==> config.mk <==
export PLATFORM = sky130hd
export DESIGN_NAME = bcm_led_matrix_refresh
export DESIGN_NICKNAME = d
export VERILOG_FILES = /design/src/sv/bcmled_pkg.sv /design/src/sv/bcmled_ram.sv /design/src/sv/bcmled_cdown.sv /design/src/sv/bcm_led_matrix_refresh.sv
export SDC_FILE = /design/constraint.sdc
export NUM_CORES = 2
export LEC_CHECK = 0
export ABC_AREA = 0
export BUFFER_PORTS_ARGS = -buffer_cell sky130_fd_sc_hd__buf_2
export CAP_MARGIN = 25
export CORE_MARGIN = 5
export CORE_UTILIZATION = 45
export DETAILED_ROUTE_END_ITERATION = 8
export PLACE_DENSITY = 0.64
export SYNTH_ARGS = -nofsm -noshare
export SYNTH_HDL_FRONTEND = slang
export SYNTH_HIERARCHICAL = 1
export SYNTH_SLANG_ARGS = --single-unit
==> constraint.sdc <==
create_clock -name clk -period 6.4 [get_ports clk]
set_clock_uncertainty 0.2 [all_clocks]
set_input_delay 1.28 -clock clk [delete_from_list [all_inputs] [get_ports clk]]
set_output_delay 1.28 -clock clk [all_outputs]
set_load 0.005 [all_outputs]
==> src/sv/bcmled_pkg.sv <==
// Shared types and constants for the BCM LED matrix refresher.
package bcmled_pkg;

  localparam int SIDE_DEF = 16;
  localparam int IN_W = 24;
  localparam int CFG_IDX_W = 8;
  localparam int CFG_DATA_W = 8;

  localparam logic [7:0] FULL_MASK = 8'hff;
  localparam logic [3:0] NO_PLANE = 4'd8;
  localparam logic [3:0] DEPTH_RST = 4'd8;

  localparam logic [1:0] MODE_WRITE = 2'd0;
  localparam logic [1:0] MODE_READ = 2'd1;
  localparam logic [1:0] MODE_TICK = 2'd2;

  localparam logic [CFG_IDX_W-1:0] CFG_GRAY_BITS = CFG_IDX_W'(0);
  localparam logic [CFG_IDX_W-1:0] CFG_DISPLAY_MODE = CFG_IDX_W'(1);

  typedef enum logic [1:0] {
    ST_CLEAR,
    ST_IDLE,
    ST_TICK
  } st_t;

  typedef enum logic [1:0] {
    K_WRITE,
    K_READ,
    K_TICK
  } kind_t;

  typedef struct packed {
    logic [7:0] mask;
    logic       frame_done;
  } cd_stat_t;

endpackage

==> src/sv/bcmled_ram.sv <==
// Generic single-port-write, single-port-read RAM with registered read data.
module bcmled_ram #(
  parameter int WIDTH = 8,
  parameter int DEPTH = 16
) (
  input  logic                     clk,
  input  logic                     we,
  input  logic [$clog2(DEPTH)-1:0] waddr,
  input  logic [WIDTH-1:0]         wdata,
  input  logic                     re,
  input  logic [$clog2(DEPTH)-1:0] raddr,
  output logic [WIDTH-1:0]         rdata
);

  logic [WIDTH-1:0] mem [DEPTH];

  always_ff @(posedge clk) begin
    if (we) begin
      mem[waddr] <= wdata;
    end
    if (re) begin
      rdata <= mem[raddr];
    end
  end

endmodule

==> src/sv/bcmled_cdown.sv <==
// Configuration registers and the bit-plane countdown with mask selection.
module bcmled_cdown (
  input  logic                             clk,
  input  logic                             rst_n,
  input  logic                             cfg_we,
  input  logic [bcmled_pkg::CFG_IDX_W-1:0]  cfg_index,
  input  logic [bcmled_pkg::CFG_DATA_W-1:0] cfg_data,
  input  logic                             tick,
  output bcmled_pkg::cd_stat_t             stat
);

  import bcmled_pkg::*;

  logic [7:0] tick_cnt_r, tick_cnt_nxt;
  logic [3:0] plane_r, plane_nxt;
  logic [3:0] depth_r, depth_nxt;
  logic       dmode_r, dmode_nxt;
  logic [3:0] new_depth;
  logic [7:0] mask;

  assign new_depth = cfg_data[3:0];

  always_comb begin
    if (dmode_r || depth_r <= 4'd1 || plane_r > 4'd7) begin
      mask = FULL_MASK;
    end else begin
      mask = 8'd1 << plane_r[2:0];
    end
  end

  assign stat.mask = mask;
  assign stat.frame_done = !dmode_r && (tick_cnt_r == 8'd0);

  always_comb begin
    tick_cnt_nxt = tick_cnt_r;
    plane_nxt = plane_r;
    depth_nxt = depth_r;
    dmode_nxt = dmode_r;
    if (cfg_we) begin
      if (cfg_index == CFG_GRAY_BITS) begin
        if (new_depth inside {[4'd1:4'd8]}) begin
          depth_nxt = new_depth;
          tick_cnt_nxt = 8'((9'd1 << new_depth) - 9'd2);
          plane_nxt = new_depth - 4'd1;
        end
      end else if (cfg_index == CFG_DISPLAY_MODE) begin
        dmode_nxt = cfg_data[0];
        if (!cfg_data[0]) begin
          tick_cnt_nxt = 8'((9'd1 << depth_r) - 9'd2);
          plane_nxt = depth_r - 4'd1;
        end else begin
          plane_nxt = NO_PLANE;
        end
      end
    end else if (tick && !dmode_r) begin
      if ((tick_cnt_r & mask) != 8'd0) begin
        tick_cnt_nxt = tick_cnt_r - 8'd1;
      end else if (tick_cnt_r != 8'd0) begin
        tick_cnt_nxt = tick_cnt_r - 8'd1;
        if (plane_r != 4'd0) begin
          plane_nxt = plane_r - 4'd1;
        end
      end else begin
        tick_cnt_nxt = 8'((9'd1 << depth_r) - 9'd2);
        plane_nxt = depth_r - 4'd1;
      end
    end
  end

  always_ff @(posedge clk) begin
    if (!rst_n) begin
      tick_cnt_r <= 8'd0;
      plane_r <= NO_PLANE;
      depth_r <= DEPTH_RST;
      dmode_r <= 1'b1;
    end else begin
      tick_cnt_r <= tick_cnt_nxt;
      plane_r <= plane_nxt;
      depth_r <= depth_nxt;
      dmode_r <= dmode_nxt;
    end
  end

endmodule

==> src/sv/bcm_led_matrix_refresh.sv <==
// Top level of the BCM LED matrix refresher: sequencer, pixel memory and output stage.
//
// Channel  Direction  Beat contents
// in_      input      tdata: mode[1:0], row[5:2], col[9:6], pixel[17:10], zero pad
// out_     output     tdata: data[7:0]; tlast: last; tuser: frame_done
// cfg_     input      index 0 gray_bits, index 1 display_mode; data in cfg_data
//
// A refresh tick reads SIDE * ceil(SIDE/8) words (32 at the default size), one per
// output byte, through the single read port of the pixel memory, which holds one row
// of eight pixels per word. A pixel write does a read-modify-write of its word.
// After reset a clearing pass zeroes all SIDE * ceil(SIDE/8) words
// with in_tready low. A stalled out_tready holds the memory pipeline in place.
module bcm_led_matrix_refresh #(
  parameter int SIDE = bcmled_pkg::SIDE_DEF
) (
  input  logic                              clk,
  input  logic                              rst_n,
  input  logic                              in_tvalid,
  output logic                              in_tready,
  // mode[1:0], row[5:2], col[9:6], pixel[17:10], zeros[23:18]
  input  logic [bcmled_pkg::IN_W-1:0]       in_tdata,
  output logic                              out_tvalid,
  input  logic                              out_tready,
  // data[7:0]
  output logic [7:0]                        out_tdata,
  output logic                              out_tlast,
  // frame_done[0]
  output logic                              out_tuser,
  input  logic                              cfg_valid,
  output logic                              cfg_ready,
  input  logic [bcmled_pkg::CFG_IDX_W-1:0]  cfg_index,
  input  logic [bcmled_pkg::CFG_DATA_W-1:0] cfg_data
);

  import bcmled_pkg::*;

  localparam int GROUPS = (SIDE + 7) / 8;
  localparam int DEPTH = SIDE * GROUPS;
  localparam int AW = $clog2(DEPTH);
  localparam int RW = $clog2(SIDE);
  localparam int GW = (GROUPS > 1) ? $clog2(GROUPS) : 1;
  localparam int WW = 64;

  st_t state_r, state_nxt;

  logic [1:0] in_mode;
  logic [3:0] in_row;
  logic [3:0] in_col;
  logic [7:0] in_pix;
  logic       in_range;
  logic       in_acc;
  logic [AW-1:0] pix_addr;
  logic [AW-1:0] tick_addr;

  logic [RW-1:0] r_r;
  logic [GW-1:0] g_r;
  logic [AW-1:0] clr_r;
  logic          tick_last;
  logic [7:0]    mask_r;
  logic          tick_done_r;

  logic          ram_vld_r;
  kind_t         ram_kind_r;
  logic [2:0]    ram_lane_r;
  logic          ram_zero_r;
  logic          ram_last_r;
  logic          ram_done_r;
  logic [AW-1:0] ram_addr_r;
  logic [7:0]    ram_pix_r;

  logic          out_valid_r;
  logic [7:0]    out_data_r;
  logic          out_last_r;
  logic          out_done_r;

  logic          move;
  logic          issue_ok;
  logic          issue;
  logic          ram_we;
  logic [AW-1:0] ram_waddr;
  logic [WW-1:0] ram_wdata;
  logic [WW-1:0] merged;
  logic [AW-1:0] ram_raddr;
  logic [WW-1:0] ram_rdata;
  logic [7:0]    plane_byte;
  logic [7:0]    read_byte;
  logic          cfg_we;
  cd_stat_t      cd_stat;

  assign in_mode = in_tdata[1:0];
  assign in_row = in_tdata[5:2];
  assign in_col = in_tdata[9:6];
  assign in_pix = in_tdata[17:10];
  assign in_range = (32'(in_row) < SIDE) && (32'(in_col) < SIDE);
  assign in_acc = in_tvalid && in_tready;
  assign pix_addr = AW'(32'(in_row) * GROUPS + 32'(in_col[3]));
  assign tick_addr = AW'(32'(r_r) * GROUPS + 32'(g_r));
  assign tick_last = (r_r == RW'(SIDE - 1)) && (g_r == GW'(GROUPS - 1));

  assign cfg_ready = 1'b1;
  assign cfg_we = cfg_valid && cfg_ready;

  bcmled_cdown u_cdown (
    .clk      (clk),
    .rst_n    (rst_n),
    .cfg_we   (cfg_we),
    .cfg_index(cfg_index),
    .cfg_data (cfg_data),
    .tick     (in_acc && in_mode == MODE_TICK),
    .stat     (cd_stat)
  );

  assign move = ram_vld_r && (ram_kind_r == K_WRITE || !out_valid_r || out_tready);
  assign issue_ok = !ram_vld_r || move;

  always_comb begin
    state_nxt = state_r;
    case (state_r)
      ST_CLEAR: begin
        if (clr_r == AW'(DEPTH - 1)) begin
          state_nxt = ST_IDLE;
        end
      end
      ST_IDLE: begin
        if (in_acc && in_mode == MODE_TICK) begin
          state_nxt = ST_TICK;
        end
      end
      ST_TICK: begin
        if (issue_ok && tick_last) begin
          state_nxt = ST_IDLE;
        end
      end
      default: state_nxt = ST_CLEAR;
    endcase
  end

  always_comb begin
    in_tready = 1'b0;
    issue = 1'b0;
    ram_raddr = pix_addr;
    case (state_r)
      ST_IDLE: begin
        in_tready = issue_ok && !(ram_vld_r && ram_kind_r == K_WRITE);
        issue = in_acc && (in_mode == MODE_READ || in_mode == MODE_TICK ||
                           (in_mode == MODE_WRITE && in_range));
        ram_raddr = (in_mode == MODE_TICK) ? AW'(0) : pix_addr;
      end
      ST_TICK: begin
        issue = issue_ok;
        ram_raddr = tick_addr;
      end
      default: begin
        in_tready = 1'b0;
      end
    endcase
  end

  always_comb begin
    for (int i = 0; i < 8; i++) begin
      merged[8*i +: 8] = (3'(i) == ram_lane_r) ? ram_pix_r : ram_rdata[8*i +: 8];
      plane_byte[7-i] = |(ram_rdata[8*i +: 8] & mask_r);
    end
    read_byte = ram_zero_r ? 8'd0 : ram_rdata[{ram_lane_r, 3'b000} +: 8];
  end

  always_comb begin
    if (state_r == ST_CLEAR) begin
      ram_we = 1'b1;
      ram_waddr = clr_r;
      ram_wdata = '0;
    end else begin
      ram_we = ram_vld_r && ram_kind_r == K_WRITE;
      ram_waddr = ram_addr_r;
      ram_wdata = merged;
    end
  end

  bcmled_ram #(
    .WIDTH(WW),
    .DEPTH(DEPTH)
  ) u_ram (
    .clk  (clk),
    .we   (ram_we),
    .waddr(ram_waddr),
    .wdata(ram_wdata),
    .re   (issue),
    .raddr(ram_raddr),
    .rdata(ram_rdata)
  );

  always_ff @(posedge clk) begin
    if (!rst_n) begin
      state_r <= ST_CLEAR;
      clr_r <= '0;
      r_r <= '0;
      g_r <= '0;
      ram_vld_r <= 1'b0;
      out_valid_r <= 1'b0;
    end else begin
      state_r <= state_nxt;
      if (state_r == ST_CLEAR) begin
        clr_r <= clr_r + AW'(1);
      end
      if (state_r == ST_IDLE && in_acc && in_mode == MODE_TICK) begin
        r_r <= RW'(1);
        g_r <= '0;
      end else if (state_r == ST_TICK && issue) begin
        if (r_r == RW'(SIDE - 1)) begin
          r_r <= '0;
          g_r <= g_r + GW'(1);
        end else begin
          r_r <= r_r + RW'(1);
        end
      end
      if (issue) begin
        ram_vld_r <= 1'b1;
      end else if (move) begin
        ram_vld_r <= 1'b0;
      end
      if (move && ram_kind_r != K_WRITE) begin
        out_valid_r <= 1'b1;
      end else if (out_tready) begin
        out_valid_r <= 1'b0;
      end
    end
  end

  always_ff @(posedge clk) begin
    if (state_r == ST_IDLE && in_acc && in_mode == MODE_TICK) begin
      mask_r <= cd_stat.mask;
      tick_done_r <= cd_stat.frame_done;
    end
    if (issue) begin
      if (state_r == ST_TICK) begin
        ram_kind_r <= K_TICK;
        ram_last_r <= tick_last;
        ram_done_r <= tick_last && tick_done_r;
      end else begin
        case (in_mode)
          MODE_WRITE: ram_kind_r <= K_WRITE;
          MODE_READ:  ram_kind_r <= K_READ;
          default:    ram_kind_r <= K_TICK;
        endcase
        ram_last_r <= (in_mode != MODE_TICK);
        ram_done_r <= 1'b0;
      end
      ram_lane_r <= in_col[2:0];
      ram_zero_r <= !in_range;
      ram_addr_r <= pix_addr;
      ram_pix_r <= in_pix;
    end
    if (move && ram_kind_r != K_WRITE) begin
      out_data_r <= (ram_kind_r == K_TICK) ? plane_byte : read_byte;
      out_last_r <= ram_last_r;
      out_done_r <= ram_done_r;
    end
  end

  assign out_tvalid = out_valid_r;
  assign out_tdata = out_data_r;
  assign out_tlast = out_last_r;
  assign out_tuser = out_done_r;

endmodule

* After elaboration in Yosys (flattened, before gate mapping)
Memories as Yosys holds them, arrays and structs flattened. A register that Yosys moved wholly into a read port is not among the register bits.
Cells that the tools add are included.
** Cells by class
- $lt $le $gt $ge :: 4
- Bitwise operators :: 11
- Add/sub/neg operators :: 11
- Shifts and indexed selects :: 4
- Equality and inequality tests :: 24
- Reductions and logical operators :: 56
- Mux-type cells :: 49
** Operators with widths (count)
- 2-to-1 mux 8 bit :: 18
- AND 8 bit :: 9
- 2-to-1 mux 64 bit :: 1
- OR reduction 8 bit :: 8
- indexed part select 64 x 7 -> 8 bit :: 1
- 2-to-1 mux 4 bit :: 10
- logical AND 1 bit :: 16
- logical NOT 8 bit :: 2
- nonzero test 8 bit :: 2
- << shifter 1 x 4 -> 8 bit, first input constant :: 2
- subtractor 8 x 2 -> 8 bit, second input constant :: 2
- == test 3 bit, first input constant :: 4
- subtractor 4 x 1 -> 4 bit, second input constant :: 3
- 2-to-1 mux 1 bit :: 11
- adder 5 x 1 -> 5 bit :: 2
- 2-to-1 mux 5 bit :: 2
- one-hot mux 5 bit (2 select lines) :: 1
- nonzero test 2 bit :: 5
- AND reduction 3 bit :: 3
- == test 8 x 1 -> 1 bit, second input constant :: 1
- != test 2 bit, second input constant :: 4
- << shifter 1 x 3 -> 8 bit, first input constant :: 1
- subtractor 8 x 1 -> 8 bit, second input constant :: 1
- logical OR 1 bit :: 7
- 30 further kinds :: 43
** Storage, ports and cells
- Input port bits :: 45
- Memory bits (writable) :: 2048
- Register bits :: 70
- Memories :: 1
** Memories
- u_ram.mem :: words 32, bits a word 64, rd ports 1, clocked after memory_dff 1, wr ports 1, line bcmled_ram.sv:15 : logic [WIDTH-1:0] mem [DEPTH];

* Logic depth before layout (Yosys ltp)
- Word-level depth :: 13
- Mapped depth :: 14
- Depth with buffers taken out :: 11

* By module
Netlist, hierarchy kept.
** Modules (own cells, without submodules)
- bcmled_ram :: times used 1, sequential area each 63420.8 µm², cells each 3096, area each 79605.1 µm²
- bcm_led_matrix_refresh :: times used 1, sequential area each 1451.4 µm², cells each 405, area each 4088.9 µm²
- bcmled_cdown :: times used 1, sequential area each 340.3 µm², cells each 272, area each 2082.0 µm²

* Least setup slack after synthesis
No wires, ideal clock.
- Path kind :: register -> register
- Start :: register state_r[0]
- End :: memory u_ram/mem[12][0] (netlist bit) (enable)
- Required time :: 5.714 ns
- Period minus slack after synthesis :: 5.149 ns
- Setup slack :: 1.251 ns
- Library setup time :: 0.486 ns
- Cell stages (with the launch flop) :: 8
- Arrival time :: 4.463 ns
- Path buffers :: 2
- Path through :: dfxtp_1 -> inv_1 -> ha_1 -> buf_4 -> mux2_2 -> or3b_2 -> clkbuf_1 -> nor2_1
** RTL lines
- from (decl) :: line bcm_led_matrix_refresh.sv:44 : st_t state_r, state_nxt;
- from (signal assigned) :: line bcm_led_matrix_refresh.sv:201 : state_r <= state_nxt;
- logical NOT 2 bit :: line bcm_led_matrix_refresh.sv:168 : if (state_r == ST_CLEAR) begin
- 2-to-1 mux 5 bit :: line bcm_led_matrix_refresh.sv:168
- named net ram_waddr[1] :: line bcm_led_matrix_refresh.sv:80 : logic [AW-1:0] ram_waddr;
- to (decl) :: line bcmled_ram.sv:15
The timed path passes the listed nets, and every way through them passes these cells.

* Worst setup path after layout
- Start :: register state_r[0]
- End :: memory u_ram/mem[22][55] (netlist bit) (enable)
Same word-level chain as after synthesis.

==> reports/metrics.yaml <==
routed_wl_um: 218000
hold_viol_final: 0
io-pin-count: 58
rsz0062_at_grt: "false"
fin_crit_sh_pct: 69.1
crit_type: "reg -> reg"
crit_slowest_cell: "nor2_4"
antenna_found_initial: 0
ant_nets: 0
fin_area_um2: 97200
finalPower_mw: 32.3
cts_sinks: 2182
synthArstFlopShare_pct: 0
cap_violations: 0
critPathLaunchType: "flop"
seq_area_frac_synth_pct: 76.0
crit_family: "simple AND/OR/NAND/NOR gates"
drt_iter0_markers: 5841
status: "complete, no violations"
cts_max_path_buffers: 3
grt_pass1_vias: 40995
path_max_fanout: 29
post_drt_via_cell_ratio: 6.21
fp.dieH_um: 447
grt_max_degree: 106
cts_buffers: 211
place_hpwl_um: 114000
met1_length_um: 88500
gr-total-overflow: 0
slew_headroom_pct: 26.2
insertion_delay_ps: 840
final_cells: 6702
drive_gt1_share_pct: 31.0
cp.required_ps: 6660
area_delta_synth_final_pct: 13.3
core_area_um2: 190000
wl_met3_um: 18200
cts_tree: "done"
fin_nets: 4089
crit_chain: "inv_1 -> ha_4 -> mux2_2 -> nand3b_1 -> nor2_4 -> buf_4"
syn_avg_cell_area_um2: 22.7
cts_max_level: 4
port_buffers: 46
synth_edf_count: 2151
fp.dieW_um: 447
hold_class: "reg -> reg"
tightest_slew_ps: 1110
finalWeightedCongestion: 0.816
clock.fmax_mhz: 226
drv_slew: 0
cts_resized: 0
hold-worst-slack_ps: 218
fin_setup_tns_ps: 0
top_layer: "met4"
start_util_pct: 45.2
fin_util_pct: 51.2
leakagePower_nw: 31.2
syn-cell-area_um2: 85800
cp_data_arrival_time_ps: 4680
setup_violations: 0
wl_per_cell_um: 32.5
crit_buf_inv: 2
syn_inst: 3773
vias: 41612
ir_drop_mv: 0.294
ys.flop_type: "edfxtp_1"
min_period_ps: 4420
cp-end-kind: "flop"
yosysTopAreaCellShare_pct: 75.3
cts-hold-fix-buffers: 0
grt_pass1_wl_um: 309000
grt_usage_pct: 21.8
rows: 160
drc: 0
p_per_area_nw_per_um2: 332
syn_nets: 3845
yosys_warnings: 6
dpl_cell_area_um2: 90400
met2WireLength_um: 104000
drt_pre_antenna_iters: 6
post_cts_buffers: 0
fillCellCount: 14702
place_inst: 6298
synth.ff_latch_count: 2182
pre_cts_ws_ps: 1390
yosysTopAreaCell: "edfxtp_1"
netlist_top_cells_area: "edfxtp_1 75%, mux4_2 16%, mux2i_1 1.4%, mux2_2 1.1%, dfxtp_1 0.72%"
die_area_um2: 199000
setup_ws_ps: 1980
clockRootBuffer: "clkbuf_16"
worst_path_largest_cell_delay_ps: 1070
clk_pin_slew_worst_paths_ps: 60
synth_cell_types: 85
==> final timing paths <==
path | from | end | slack [ps] | cells past startpoint
setup / recovery | state_r[0]$_SDFFE_PN0P_ | u_ram/mem[22][55]$_DFFE_PP_ | 1980 | 6
hold / removal | ram_done_r$_SDFFCE_PN0P_ | out_tuser$_DFFE_PP_ | 220 | 0
setup reg to reg | state_r[0]$_SDFFE_PN0P_ | u_ram/mem[22][55]$_DFFE_PP_ | 1980 | 6
hold reg to reg | ram_done_r$_SDFFCE_PN0P_ | out_tuser$_DFFE_PP_ | 220 | 0
==> cells by family (layout without fill, tap and decap cells) <==
family | count (synthesis) | count (layout) | synth area share [%]
other cells | 1 | 3 | 0.00437
compound gates | 191 | 191 | 1.65
buf+inv | 241 | 657 | 1.32
flops | 2182 | 2182 | 76.0
mux | 821 | 821 | 18.7
fa+ha+maj | 27 | 27 | 0.394
xor+xnor | 18 | 18 | 0.184
simple gates | 292 | 292 | 1.70
==> report_power, final <==
part,leakage [nW],switching [mW],internal [mW],total [mW]
sequential,20.3,0.137,16.6,16.7
clock,3.18,5.17,6.70,11.9
combinational,7.64,2.14,1.55,3.69
==> cells in the final DEF, fill, tap and decap left out, types with 5 or more instances in the layout <==
master and count:
clkbuf_1 55, clkinv_2 24, nor2_2 21, nor2_4 33
a31oi_1 9, a22oi_1 35, a221oi_1 13, a21oi_1 22
o21ai_0 26, mux2i_1 120, dfxtp_1 31, ha_1 26
bufinv_16 13, inv_1 27, buf_8 15, nand2_1 43
o22ai_1 12, o221ai_1 6, edfxtp_1 2151, o211ai_1 11
and2_1 8, nor2b_1 9, nand4_1 11, nand3_1 8
mux2_2 83, xor2_1 12, buf_12 41, clkbuf_16 217
buf_2 46, nand2b_1 7, nor3_1 14, a22o_4 5
nor2_1 95, xnor2_1 6, nand3b_1 9, buf_4 138
mux4_2 618, clkinv_1 66
==> layout make-up <==
| type | count | area, um2 | share of cell area [%] |
|---|---|---|---|
| clock inverter | 113 | 898 | 0.924 |
| clock buffer | 272 | 5640 | 5.80 |
| antenna | 2 | 5.00 | 0.00515 |
| timing repair buffer | 243 | 2380 | 2.45 |
| sequential | 2182 | 65200 | 67.1 |
| inverter | 29 | 111 | 0.115 |
| tap | 2511 | 3140 | 3.23 |
| multi-input combinational | 1350 | 19800 | 20.4 |
==> worst register-to-register path: cells and delay by family (launching register included) <==
family / cells / cell delay (ps)
buffers and inverters: 2 / 710
adder cells (fa/ha/maj): 1 / 510
flip-flops: 1 / 340
AND/OR/NAND/NOR: 2 / 1790
multiplexers: 1 / 460
==> sequential cells by signal, summed over array words and instances, names as in the netlist, 2 cells and up <==
register / cells
ram_pix_r: 8
out_tdata: 8
ram_lane_r: 3
r_r: 4
u_cdown/tick_cnt_r: 8
u_cdown/plane_r: 4
state_r: 2
clr_r: 5
ram_addr_r: 5
ram_kind_r: 2
mask_r: 8
u_cdown/depth_r: 4
u_ram/rdata: 64
u_ram/mem: 2048
==> routing by layer <==
metal / global-route usage (%) / vias up
met4: 6.66 / 0
met5: 0 / -
met3: 3.50 / 361
li1: - / 16557
met1: 31.8 / 22683
met2: 34.3 / 2011
==> synthesized netlist by cell type, drive strengths merged (3+ instances only) <==
cell	instances
o2bb2ai	3
a211oi	4
nor2	149
nand2b	8
nor3b	4
nand4	11
o21a	4
a211o	3
nor2b	10
nand2	43
or2	3
a21boi	3
a311oi	4
o221ai	6
nor3	15
edfxtp	2151
o211ai	11
or3b	5
a22o	8
xor2	12
o31a	4
a31oi	9
a21oi	23
clkbuf	86
nand3b	9
nand3	10
mux4	618
buf	126
mux2	83
a221oi	13
nor4	5
dfxtp	31
a22oi	35
o21ai	30
and2	9
o22ai	12
ha	27
mux2i	120
o221a	3
inv	29
xnor2	6
(Power assumes the default switching activity.)
